--- config.mk ---
export PLATFORM = sky130hd
export DESIGN_NAME = lifo_stack_with_reverse_dup_unit_flat
export DESIGN_NICKNAME = d
export VERILOG_FILES = /design/src/sv/lsrd_pkg.sv /design/src/sv/lsrd_ifs.sv /design/src/sv/lsrd_ram.sv /design/src/sv/lifo_stack_with_reverse_dup_unit.sv /design/src/flat_wrapper.sv
export SDC_FILE = /design/constraint.sdc
export NUM_CORES = 2
export LEC_CHECK = 0
export BUFFER_PORTS_ARGS = -buffer_cell sky130_fd_sc_hd__clkbuf_2
export CAP_MARGIN = 20
export CORE_MARGIN = 8
export CORE_UTILIZATION = 62
export DETAILED_ROUTE_END_ITERATION = 16
export GPL_TIMING_DRIVEN = 1
export PLACE_DENSITY = 0.88
export SLEW_MARGIN = 20
export SYNTH_ARGS = -nofsm -noshare
export SYNTH_HDL_FRONTEND = slang
export SYNTH_HIERARCHICAL = 1
export SYNTH_SLANG_ARGS = --single-unit
--- constraint.sdc ---
create_clock -name clock -period 8.2 [get_ports clock]
set_clock_uncertainty 0.2 [all_clocks]
set_input_delay 1.23 -clock clock [delete_from_list [all_inputs] [get_ports clock]]
set_output_delay 1.23 -clock clock [all_outputs]
set_load 0.005 [all_outputs]
--- src/sv/lsrd_pkg.sv ---
// lsrd_pkg: shared widths, opcodes and status codes of the lifo stack unit
// used by the channel interfaces, the stack unit and its testbench
package lsrd_pkg;

   localparam int DataWidth     = 32;
   localparam int OpWidth       = 3;
   localparam int CountOutWidth = 7;
   localparam int StatusWidth   = 2;
   localparam int StackDepth    = 64;

   localparam logic [OpWidth-1:0] OpPush    = 3'd0;
   localparam logic [OpWidth-1:0] OpPop     = 3'd1;
   localparam logic [OpWidth-1:0] OpClear   = 3'd2;
   localparam logic [OpWidth-1:0] OpCount   = 3'd3;
   localparam logic [OpWidth-1:0] OpReverse = 3'd4;
   localparam logic [OpWidth-1:0] OpDup     = 3'd5;

   localparam logic [StatusWidth-1:0] StatusOk    = 2'd0;
   localparam logic [StatusWidth-1:0] StatusEmpty = 2'd1;
   localparam logic [StatusWidth-1:0] StatusFull  = 2'd2;

   // value returned by a pop of an empty stack
   localparam logic signed [DataWidth-1:0] EmptyPopValue = '1;

endpackage

--- src/sv/lsrd_ifs.sv ---
// lsrd_req_if / lsrd_rsp_if: valid/ready channels of the lifo stack unit
// depends on lsrd_pkg for the payload widths
interface lsrd_req_if;
   import lsrd_pkg::*;

   logic                        valid;
   logic                        ready;
   logic [OpWidth-1:0]          opcode;
   logic signed [DataWidth-1:0] push_value;

   modport source (output valid, output opcode, output push_value, input ready);
   modport sink (input valid, input opcode, input push_value, output ready);
endinterface

interface lsrd_rsp_if;
   import lsrd_pkg::*;

   logic                        valid;
   logic                        ready;
   logic signed [DataWidth-1:0] result_value;
   logic [CountOutWidth-1:0]    fill_count;
   logic [StatusWidth-1:0]      status;

   modport source (output valid, output result_value, output fill_count, output status,
                   input ready);
   modport sink (input valid, input result_value, input fill_count, input status,
                 output ready);
endinterface

--- src/sv/lsrd_ram.sv ---
// lsrd_ram: generic single-write, single-read ram with registered read data
// no dependencies; contents are undefined until written
module lsrd_ram #(
   parameter int Width = 32,
   parameter int Depth = 64
) (
   input  logic                     clock,
   input  logic                     wr_en,
   input  logic [$clog2(Depth)-1:0] wr_addr,
   input  logic [Width-1:0]         wr_data,
   input  logic [$clog2(Depth)-1:0] rd_addr,
   output logic [Width-1:0]         rd_data
);

   logic [Width-1:0] mem [Depth];
   logic [Width-1:0] rd_data_ff;

   always_ff @(posedge clock) begin
      if (wr_en) begin
         mem[wr_addr] <= wr_data;
      end
      rd_data_ff <= mem[rd_addr];
   end

   assign rd_data = rd_data_ff;

endmodule

--- src/sv/lifo_stack_with_reverse_dup_unit.sv ---
// Bounded lifo stack of signed 32-bit values with push, pop, clear, count,
// reverse and duplicate-top opcodes; every request beat yields one response
// beat with the value, the fill count after the operation and a status. The
// entries sit in a circular ram of Depth words; a base index and a direction
// bit make reverse a constant-time flip. Push, clear, count, reverse, the
// unused opcodes and any pop or duplicate that finds the stack empty or full
// load their response when accepted; a pop or duplicate that reads an entry
// first waits in the read state for the registered stack ram read. A finished
// response waits in an output register, and the next request is taken in the
// same cycle that register is emptied. No clearing pass follows reset.
// depends on lsrd_pkg, lsrd_ifs and lsrd_ram
module lifo_stack_with_reverse_dup_unit #(
   parameter int Depth = lsrd_pkg::StackDepth
) (
   input logic       clock,
   input logic       reset,
   lsrd_req_if.sink  req_bus,
   lsrd_rsp_if.source rsp_bus
);
   import lsrd_pkg::*;

   localparam int AddrW  = $clog2(Depth);
   localparam int SumW   = AddrW + 1;
   localparam int CountW = $clog2(Depth + 1);

   localparam logic StIdle = 1'b0;
   localparam logic StRead = 1'b1;

   function automatic logic [AddrW-1:0] wrap_add(input logic [AddrW-1:0] a,
                                                input logic [AddrW-1:0] b);
      logic [SumW-1:0] sum;
      sum = {1'b0, a} + {1'b0, b};
      if (sum >= SumW'(Depth)) begin
         sum = sum - SumW'(Depth);
      end
      return sum[AddrW-1:0];
   endfunction

   logic              state_ff, state_in;
   logic [CountW-1:0] count_ff, count_in;
   logic [AddrW-1:0]  base_ff, base_in;
   logic              rev_ff, rev_in;
   logic [AddrW-1:0]  wr_slot_ff, wr_slot_in;
   logic              pend_dup_ff, pend_dup_in;

   logic                        rsp_valid_ff, rsp_valid_in;
   logic signed [DataWidth-1:0] rsp_value_ff, rsp_value_in;
   logic [CountOutWidth-1:0]    rsp_count_ff, rsp_count_in;
   logic [StatusWidth-1:0]      rsp_status_ff, rsp_status_in;

   logic                 accept;
   logic                 empty;
   logic                 full;
   logic [CountW-1:0]    count_m1;
   logic [AddrW-1:0]     top_slot;
   logic [AddrW-1:0]     push_slot;
   logic [AddrW-1:0]     push_base;
   logic                 ram_we;
   logic [AddrW-1:0]     ram_waddr;
   logic [DataWidth-1:0] ram_wdata;
   logic [DataWidth-1:0] ram_rdata;

   assign accept   = req_bus.valid && req_bus.ready;
   assign empty    = (count_ff == '0);
   assign full     = (count_ff == CountW'(Depth));
   assign count_m1 = count_ff - CountW'(1);

   // top sits at base when reversed, else at base + count - 1
   assign top_slot  = rev_ff ? base_ff : wrap_add(base_ff, count_m1[AddrW-1:0]);
   assign push_base = wrap_add(base_ff, AddrW'(Depth - 1));
   assign push_slot = rev_ff ? push_base : wrap_add(base_ff, count_ff[AddrW-1:0]);

   assign req_bus.ready = (state_ff == StIdle) && (!rsp_valid_ff || rsp_bus.ready);

   always_comb begin
      state_in      = state_ff;
      count_in      = count_ff;
      base_in       = base_ff;
      rev_in        = rev_ff;
      wr_slot_in    = wr_slot_ff;
      pend_dup_in   = pend_dup_ff;
      rsp_valid_in  = rsp_valid_ff && !rsp_bus.ready;
      rsp_value_in  = rsp_value_ff;
      rsp_count_in  = rsp_count_ff;
      rsp_status_in = rsp_status_ff;
      ram_we        = 1'b0;
      ram_waddr     = push_slot;
      ram_wdata     = req_bus.push_value;

      unique case (state_ff)
         StIdle: begin
            if (accept) begin
               // most opcodes finish now; reads defer the response to the read state
               rsp_valid_in  = 1'b1;
               rsp_value_in  = '0;
               rsp_status_in = StatusOk;
               unique case (req_bus.opcode)
                  OpPush: begin
                     if (full) begin
                        rsp_status_in = StatusFull;
                     end else begin
                        ram_we   = 1'b1;
                        count_in = count_ff + CountW'(1);
                        if (rev_ff) begin
                           base_in = push_base;
                        end
                     end
                  end
                  OpPop: begin
                     if (empty) begin
                        rsp_value_in  = EmptyPopValue;
                        rsp_status_in = StatusEmpty;
                     end else begin
                        rsp_valid_in = 1'b0;
                        state_in     = StRead;
                        pend_dup_in  = 1'b0;
                        count_in     = count_m1;
                        if (rev_ff) begin
                           base_in = wrap_add(base_ff, AddrW'(1));
                        end
                     end
                  end
                  OpClear: begin
                     count_in = '0;
                     base_in  = '0;
                     rev_in   = 1'b0;
                  end
                  OpCount: begin
                  end
                  OpReverse: begin
                     if (empty) begin
                        rsp_status_in = StatusEmpty;
                     end else begin
                        rev_in = !rev_ff;
                     end
                  end
                  OpDup: begin
                     if (full) begin
                        rsp_status_in = StatusFull;
                     end else if (!empty) begin
                        rsp_valid_in = 1'b0;
                        state_in     = StRead;
                        pend_dup_in  = 1'b1;
                        wr_slot_in   = push_slot;
                        count_in     = count_ff + CountW'(1);
                        if (rev_ff) begin
                           base_in = push_base;
                        end
                     end
                  end
                  default: begin
                  end
               endcase
               rsp_count_in = CountOutWidth'(count_in);
            end
         end
         StRead: begin
            // top entry has arrived from the ram
            state_in      = StIdle;
            rsp_valid_in  = 1'b1;
            rsp_status_in = StatusOk;
            rsp_count_in  = CountOutWidth'(count_ff);
            if (pend_dup_ff) begin
               ram_we       = 1'b1;
               ram_waddr    = wr_slot_ff;
               ram_wdata    = ram_rdata;
               rsp_value_in = '0;
            end else begin
               rsp_value_in = ram_rdata;
            end
         end
         default: begin
            state_in = StIdle;
         end
      endcase
   end

   always_ff @(posedge clock) begin
      if (reset) begin
         state_ff     <= StIdle;
         count_ff     <= '0;
         base_ff      <= '0;
         rev_ff       <= 1'b0;
         rsp_valid_ff <= 1'b0;
      end else begin
         state_ff     <= state_in;
         count_ff     <= count_in;
         base_ff      <= base_in;
         rev_ff       <= rev_in;
         rsp_valid_ff <= rsp_valid_in;
      end
      wr_slot_ff    <= wr_slot_in;
      pend_dup_ff   <= pend_dup_in;
      rsp_value_ff  <= rsp_value_in;
      rsp_count_ff  <= rsp_count_in;
      rsp_status_ff <= rsp_status_in;
   end

   lsrd_ram #(
      .Width (DataWidth),
      .Depth (Depth)
   ) u_stack_ram (
      .clock   (clock),
      .wr_en   (ram_we),
      .wr_addr (ram_waddr),
      .wr_data (ram_wdata),
      .rd_addr (top_slot),
      .rd_data (ram_rdata)
   );

   assign rsp_bus.valid        = rsp_valid_ff;
   assign rsp_bus.result_value = rsp_value_ff;
   assign rsp_bus.fill_count   = rsp_count_ff;
   assign rsp_bus.status       = rsp_status_ff;

`ifndef SYNTHESIS
   a_count_bounded: assert property (@(posedge clock) disable iff (reset)
      count_ff <= CountW'(Depth))
      else $error("stack count beyond depth");

   a_read_one_cycle: assert property (@(posedge clock) disable iff (reset)
      state_ff == StRead |=> state_ff == StIdle && rsp_valid_ff)
      else $error("read did not finish with a response beat");

   a_no_take_while_blocked: assert property (@(posedge clock) disable iff (reset)
      rsp_valid_ff && !rsp_bus.ready |-> !req_bus.ready)
      else $error("request taken while response register is blocked");

   a_clear_resets_pointers: assert property (@(posedge clock) disable iff (reset)
      accept && req_bus.opcode == OpClear |=> count_ff == '0 && base_ff == '0 && !rev_ff)
      else $error("clear left pointer state behind");

   a_idle_after_pop_empty: assert property (@(posedge clock) disable iff (reset)
      accept && req_bus.opcode == OpPop && empty |=> state_ff == StIdle && rsp_valid_ff)
      else $error("empty pop did not answer at once");
`endif

endmodule

--- src/flat_wrapper.sv ---
// flat-port wrapper written by rule: the top's interface ports become plain ports
module lifo_stack_with_reverse_dup_unit_flat import lsrd_pkg::*;
#(
   parameter int Depth = lsrd_pkg::StackDepth
)
  (clock, reset, req_bus_valid, req_bus_opcode, req_bus_push_value, req_bus_ready, rsp_bus_valid, rsp_bus_result_value, rsp_bus_fill_count, rsp_bus_status, rsp_bus_ready);
  lsrd_req_if req_bus_i ();
  lsrd_rsp_if rsp_bus_i ();
  input logic clock;
  input logic reset;
  input wire logic [$bits(req_bus_i.valid)-1:0] req_bus_valid;
  input wire logic [$bits(req_bus_i.opcode)-1:0] req_bus_opcode;
  input wire logic [$bits(req_bus_i.push_value)-1:0] req_bus_push_value;
  output wire logic [$bits(req_bus_i.ready)-1:0] req_bus_ready;
  output wire logic [$bits(rsp_bus_i.valid)-1:0] rsp_bus_valid;
  output wire logic [$bits(rsp_bus_i.result_value)-1:0] rsp_bus_result_value;
  output wire logic [$bits(rsp_bus_i.fill_count)-1:0] rsp_bus_fill_count;
  output wire logic [$bits(rsp_bus_i.status)-1:0] rsp_bus_status;
  input wire logic [$bits(rsp_bus_i.ready)-1:0] rsp_bus_ready;
  assign req_bus_i.valid = req_bus_valid;
  assign req_bus_i.opcode = req_bus_opcode;
  assign req_bus_i.push_value = req_bus_push_value;
  assign req_bus_ready = req_bus_i.ready;
  assign rsp_bus_valid = rsp_bus_i.valid;
  assign rsp_bus_result_value = rsp_bus_i.result_value;
  assign rsp_bus_fill_count = rsp_bus_i.fill_count;
  assign rsp_bus_status = rsp_bus_i.status;
  assign rsp_bus_i.ready = rsp_bus_ready;
  lifo_stack_with_reverse_dup_unit #(.Depth(Depth)) u_core (.clock(clock), .reset(reset), .req_bus(req_bus_i), .rsp_bus(rsp_bus_i));
endmodule
---- Word level (Yosys, flattened, before mapping) ----
Memory sizes are Yosys's and may differ from the RTL's. A register that Yosys moved wholly into a read port is not among the register bits.
Cells that the tools add are included.
cells by class
  muxes and demuxes ....................... 57
  add/sub/neg operators ................... 10
  order comparisons ....................... 4
  bitwise logic cells ..................... 3
  equal/unequal tests ..................... 12
  reductions and logical operators ........ 19
operators by type and width
  cell                   count
  $mux W32               6
  $mux W6                14
  $pmux W32 S2           1
  $mux W7                5
  $ge A7 B7 Y1 const B   4
  $pmux W7 S4            1
  $pmux W6 S4            1
  $sub A6 B1 Y6 const B  4
  $mux W1                17
  $add A6 B6 Y7          2
  $pmux W1 S2            7
  $pmux W7 S2            1
  $ne A2 B2 Y1 const B   5
  $pmux W2 S2            2
  $reduce_and A8 Y1      1
  $add A6 B1 Y7 const B  1
  $add A6 B6 Y7 const B  1
  $add A7 B1 Y7 const B  1
  $eq A7 B7 Y1 const B   1
  $logic_not A7 Y1       1
  $sub A7 B1 Y7 const B  1
  $eq A3 B3 Y1 const B   2
  $reduce_and A6 Y1      1
  $reduce_and A5 Y1      1
  other kinds (14)       24
storage, ports and cells
  bits of input ports ..................... 39
  memories ................................ 1
  bits in writable memories ............... 2048
  bits in registers ....................... 64
memory list
  memory                  words  bits a word  read ports  clocked after memory_dff  wr ports  RTL line        text
  u_core.u_stack_ram.mem  64     32           1           1                         1         lsrd_ram.sv:15  logic [Width-1:0] mem [Depth];

---- Depth between registers and ports, before layout ----
  depth after elaboration ................. 8
  mapped depth ............................ 17
  gate-level depth less buffers ........... 14

---- Hierarchy ----
The synthesis kept the hierarchy.
by module, submodules not included
  module                            area each (µm²)  instances  cells each
  lsrd_ram                          78505.3          1          3324
  lifo_stack_with_reverse_dup_unit  4470.5           1          437

---- Worst setup path after synthesis ----
No wires, ideal clock.
  kind .................................... input-to-reg
  start point ............................. input req_bus_opcode[2]
  end point ............................... memory u_core.u_stack_ram.mem[48][0] (enable)
  arrival ................................. 4.593 ns
  stages .................................. 8
  path slack .............................. 2.946 ns
  data required time ...................... 7.539 ns
  library setup time ...................... 0.461 ns
  path through ............................ buf_2 buf_2 nor3_1 nand3_1 nand2_1 nor2b_1 nand4b_1 nor3_1
on the way
  word-level cells in the longest chain between the ends .. 6
RTL lines
  element                        RTL line                                text
  start, declared                flat_wrapper.sv:12                      input wire logic [$bits(req_bus_i.opcode)-1:0] req_bus_opcode;
  $logic_not A3 Y1               lifo_stack_with_reverse_dup_unit.sv:97  unique case (req_bus.opcode)
  $mux W1                        lifo_stack_with_reverse_dup_unit.sv:97
  $mux W1                        lifo_stack_with_reverse_dup_unit.sv:92  if (accept) begin
  $pmux W1 S2                    lifo_stack_with_reverse_dup_unit.sv:90  unique case (state_ff)
  via u_core.ram_we              lifo_stack_with_reverse_dup_unit.sv:58  logic ram_we;
  $mux W1                        lsrd_ram.sv:19                          if (wr_en) begin
  $mux W1 (implied by the code)  lsrd_ram.sv:20                          mem[wr_addr] <= wr_data;
  end, declared                  lsrd_ram.sv:15
The timed path passes the listed nets, and every way through them passes these cells.

---- Worst setup path after layout ----
  start point ............................. register u_core.count_ff[1]
  end point ............................... register u_core.u_stack_ram.rd_data_ff[6], in the netlist u_core/u_stack_ram/rd_data[6] (read register of u_core.u_stack_ram.mem)
on the way
  word-level cells in the longest chain between the ends .. 5
  elaborated cells between the ends (all ways) .. 6
  classes of those cells .................. add/sub (3); order compare (1); mux (2)
RTL lines
  element                                        RTL line                                                                        text
  start, declared                                lifo_stack_with_reverse_dup_unit.sv:40                                          logic [CountW-1:0] count_ff, count_in;
  start signal, assigned                         lifo_stack_with_reverse_dup_unit.sv:187                                         count_ff <= count_in;
  $sub A7 B1 Y7 (*)                              lifo_stack_with_reverse_dup_unit.sv:66                                          assign count_m1 = count_ff - CountW'(1);
  $add A6 B6 Y7 (*)                              lifo_stack_with_reverse_dup_unit.sv:32                                          sum = {1'b0, a} + {1'b0, b};
  $sub A6 B1 Y6 or $ge A7 B7 Y1 (tied branches)  lifo_stack_with_reverse_dup_unit.sv:34, lifo_stack_with_reverse_dup_unit.sv:33
  $mux W6 (*)                                    lifo_stack_with_reverse_dup_unit.sv:33                                          if (sum >= SumW'(Depth)) begin
  $mux W6 (*)                                    lifo_stack_with_reverse_dup_unit.sv:69                                          assign top_slot = rev_ff ? base_ff : wrap_add(base_ff, count_m1[AddrW-1:0]);
  via u_core.top_slot[3]                         lifo_stack_with_reverse_dup_unit.sv:55                                          logic [AddrW-1:0] top_slot;
  end, declared                                  lsrd_ram.sv:16                                                                  logic [Width-1:0] rd_data_ff;
Mark *: on every way through the listed nets, which the timed path passes. The rest lies on a longest branch.
A chain may end at the register's enable or synchronous reset.

==> flow_summary.yaml <==
run_status:
  status: "finished clean"
route:
  route.detailed.drc: 0
  drt_iter0_drc: 10400
  routed-via-count: 45400
  drtPass1Iterations: 12
  routed_wl_um: 249000
  wl_per_cell_um: 42.4
  antenna_left: 0
  vias_per_cell: 7.72
synthesis:
  ys_dominant_reg_cell: "edfxtp_1"
  avgSynthCellArea_um2: 22.1
  synth_area_um2: 83000
  synth.yosys.seq_area_share_pct: 77.0
  yosys.cell_types.count: 85
  synth_edf_count: 2096
  async_set_or_reset_flop_fraction_in_the_synthesized_netlist_pct: 0
  yosys_register_bits: 2144
  yosysWarnings: 6
  syn_nets: 3817
  syn-instance-count: 3761
placement:
  port_buffers: 81
  dp_hpwl_um: 123000
  dpl_cell_area_um2: 86100
  finalWeightedCongestion: 0.937
critical_path:
  ff2ff_setup_slack_ps: 2120
  r2r_start: "u_core/count_ff[1]$_SDFFE_PP0P_"
  cp-startpoint: "u_core/count_ff[1]$_SDFFE_PP0P_"
  cp-end-kind: "register"
  worstReg2RegEnd: "u_core/u_stack_ram/rd_data[6]$_DFF_P_"
  critical_path_depth: 12
  timing.critical_path.slowest_cell_delay_ps: 990
  timing.critical_path.arrival_ps: 6520
  critical_path_buf_inv_count: 2
  critPathCapture: "u_core/u_stack_ram/rd_data[6]$_DFF_P_"
  critPathMaxFanout: 55
  critical_path.slowest_cell: "buf_4"
  cp_data_required_time_ps: 8640
  setup.worst_path.class: "register to register"
  crit_path_start_kind: "register"
  cp_cell_sequence: "inv_1 > ha_1 > xor2_1 > ha_1 > o21ai_0 > o21ai_0 > o21ai_4 > buf_4 > and2_1 > a21oi_1 > a21oi_1 > nor2_1"
  reg2regPathDepth: 12
  cpLargestDelayFamily: "compound AO/OA/AOI/OAI gates"
pwr:
  p_sw_share_pct: 26.8
  p_seq_share_pct: 49.7
  powerDensity_nw_per_um2: 271
  power.share.combinational_pct: 13.9
  leakage_uw: 0.0300
  power.clock.fraction_pct: 36.4
  irDropWorstVdd_uv: 267
  internal_power_uw: 18300
  total_switching_power_uw: 6690
global_route:
  grt-ovfl-total: 0
  track_usage_pct: 33.7
  first_global_vias: 45100
  grt_first_pass_wirelength_um: 346000
  grt_start_max_net_pins: 132
  antenna_found_initial: 14
final_layout:
  nFillCells: 7056
  drive_gt1_share_pct: 28.2
  final_core_utilization_pct: 69.3
  synthToLayoutAreaGrowth_pct: 11.3
  final_nets: 3997
  design_area_um2: 92300
  multi_input_comb_area_um2: 18600
  register_area_um2: 63900
clocking:
  clk_root_buffer_cell: "clkbuf_16"
  cts.clk_slew.worst_paths_ps: 60
  post_cts.repair.setup_buffers: 0
  cts_tree: "done"
  cts_buffers: 194
  cts_max_path_buffers: 3
  hold_buffers: 0
  clkSinkCount: 2144
  cts_resized: 0
  clock_insertion_delay_worst_skew_ps: 850
  htree_num_levels: 4
sta:
  fin_crit_ps: 6080
  setup_viol: 0
  final-hold-violation-count: 0
  hold_ws_ps: 376
  f_max_mhz: 164
  setup_repair_after_global_routing_missed_its_margin: "false"
  tightestPinTransition_ps: 1300
  fin_tns_setup_ps: 0
  worst_slew_margin_relative_to_its_limit_pct: 12.9
  period_utilization_post_route_pct: 74.2
  slew_viol_final: 0
floorplan:
  design.portCount: 82
  initial_core_util_pct: 62.3
  die_height_um: 382
  die_width_um: 382
  dieArea_um2: 146000
  area_inside_the_core_boundary_um2: 133000
  row_count: 134
min_path:
  holdCritPathClass: "register to register"
run:
  drv.max_cap_violation_count: 0
## metrics by stage
step,setup slack [ps],cells,power (uW)
after detailed placement,2330,5512,15700
final,2120,5877,25000
after global placement,2150,5512,15600
after global routing,2120,5873,25300
after floorplan,2950,3761,14400
after CTS,2150,5872,24700
## flip-flops by register name, summed over array words and instances (netlist names)
signal and flops:
u_core/rsp_bus.valid 1, u_core/base_ff 6, u_core/rsp_bus.fill_count 7, u_core/wr_slot_ff 6, u_core/rsp_bus.status 2, u_core/pend_dup_ff 1, u_core/u_stack_ram/rd_data 32, u_core/u_stack_ram/mem 2048
u_core/rsp_bus.result_value 32, u_core/rev_ff 1, u_core/state_ff 1, u_core/count_ff 7
## worst min path at each step
stage                                                start  cells past startpoint                                         to  slack, ps
floorplan           u_core/u_stack_ram/rd_data[10]$_DFF_P_                      1  u_core/rsp_bus.result_value[10]$_DFFE_PP_        300
global placement     u_core/u_stack_ram/rd_data[6]$_DFF_P_                      1   u_core/rsp_bus.result_value[6]$_DFFE_PP_        310
detailed placement   u_core/u_stack_ram/rd_data[9]$_DFF_P_                      1   u_core/rsp_bus.result_value[9]$_DFFE_PP_        330
CTS                  u_core/u_stack_ram/rd_data[6]$_DFF_P_                      1   u_core/rsp_bus.result_value[6]$_DFFE_PP_        360
global route        u_core/u_stack_ram/rd_data[30]$_DFF_P_                      1  u_core/rsp_bus.result_value[30]$_DFFE_PP_        390
finish               u_core/u_stack_ram/rd_data[6]$_DFF_P_                      1   u_core/rsp_bus.result_value[6]$_DFFE_PP_        380
## logic make-up after synthesis
family / Yosys count / synth area share (%)
and+or+nand+nor: 329 / 1.94
AOI/OAI and AO/OA: 339 / 2.77
adders and majority gates: 17 / 0.274
xor gates and xnor gates: 18 / 0.190
DFF: 2144 / 77.0
muxes: 682 / 16.5
buffers and inverters: 232 / 1.32
## power groups by stage
stage | sequential (uW) | combinational [uW] | clock, uW
2_1_floorplan | 12500 | 1910 | 0
4_1_cts | 12400 | 3240 | 9080
5_1_grt | 12400 | 3450 | 9430
3_3_place_gp | 12600 | 2970 | 0
3_5_place_dp | 12600 | 3100 | 0
6_report | 12400 | 3470 | 9080
## routing by layer
layer,up-vias,GRT usage (%),wire (um)
met4,14,18.9,19400
li1,16200,-,-
met5,-,0,97
met1,22600,42.2,74300
met3,1252,11.9,42000
met2,5290,51.7,113000
## cell usage in the layout, fill, tap and decap left out, drive strengths merged, types with 28 or more instances in the layout
cell | Yosys | final
edfxtp | 2096 | 2096
a21oi | 88 | 88
nand2 | 47 | 47
buf | 129 | 121
clkbuf | 89 | 335
nor2 | 160 | 160
mux4 | 544 | 544
clkinv | 0 | 79
o22ai | 88 | 88
dfxtp | 48 | 48
mux2 | 42 | 42
mux2i | 96 | 96
o221ai | 28 | 28
a21o | 37 | 37
## cell usage after synthesis, types with 5 or more instances
master / count / area (um^2)
o21ai_0: 16 / 80.1
clkbuf_1: 89 / 334
xnor2_1: 12 / 105
mux4_2: 544 / 12300
and3_1: 9 / 56.3
a22oi_1: 16 / 120
a311oi_1: 9 / 78.8
nand3b_1: 5 / 37.5
buf_2: 79 / 395
dfxtp_1: 48 / 961
inv_1: 14 / 52.6
a211oi_1: 5 / 37.5
nand3_1: 17 / 85.1
nand2b_1: 11 / 68.8
nand2_1: 45 / 169
nor2b_1: 20 / 125
buf_6: 5 / 56.3
o31ai_1: 5 / 37.5
o221ai_1: 27 / 236
nor2_1: 160 / 601
ha_1: 15 / 188
buf_4: 23 / 173
o22ai_1: 88 / 551
o32ai_1: 5 / 43.8
buf_1: 22 / 82.6
mux2_2: 41 / 462
mux2i_1: 96 / 961
nor3_1: 15 / 75.1
xor2_1: 6 / 52.6
a21o_1: 37 / 278
or3_1: 6 / 37.5
a31oi_1: 5 / 31.3
a21oi_1: 87 / 435
edfxtp_1: 2096 / 62900
## layout make-up
class,count,share of cell area [%]
multi-input cells,1385,20.1
repair buffers,202,1.52
clock buffers,254,5.66
clock inverters,106,1.03
diodes,4,0.0108
flip-flops and latches,2144,69.2
well taps,1768,2.40
inverters,14,0.0569
Power figures use the tool's default switching activity.
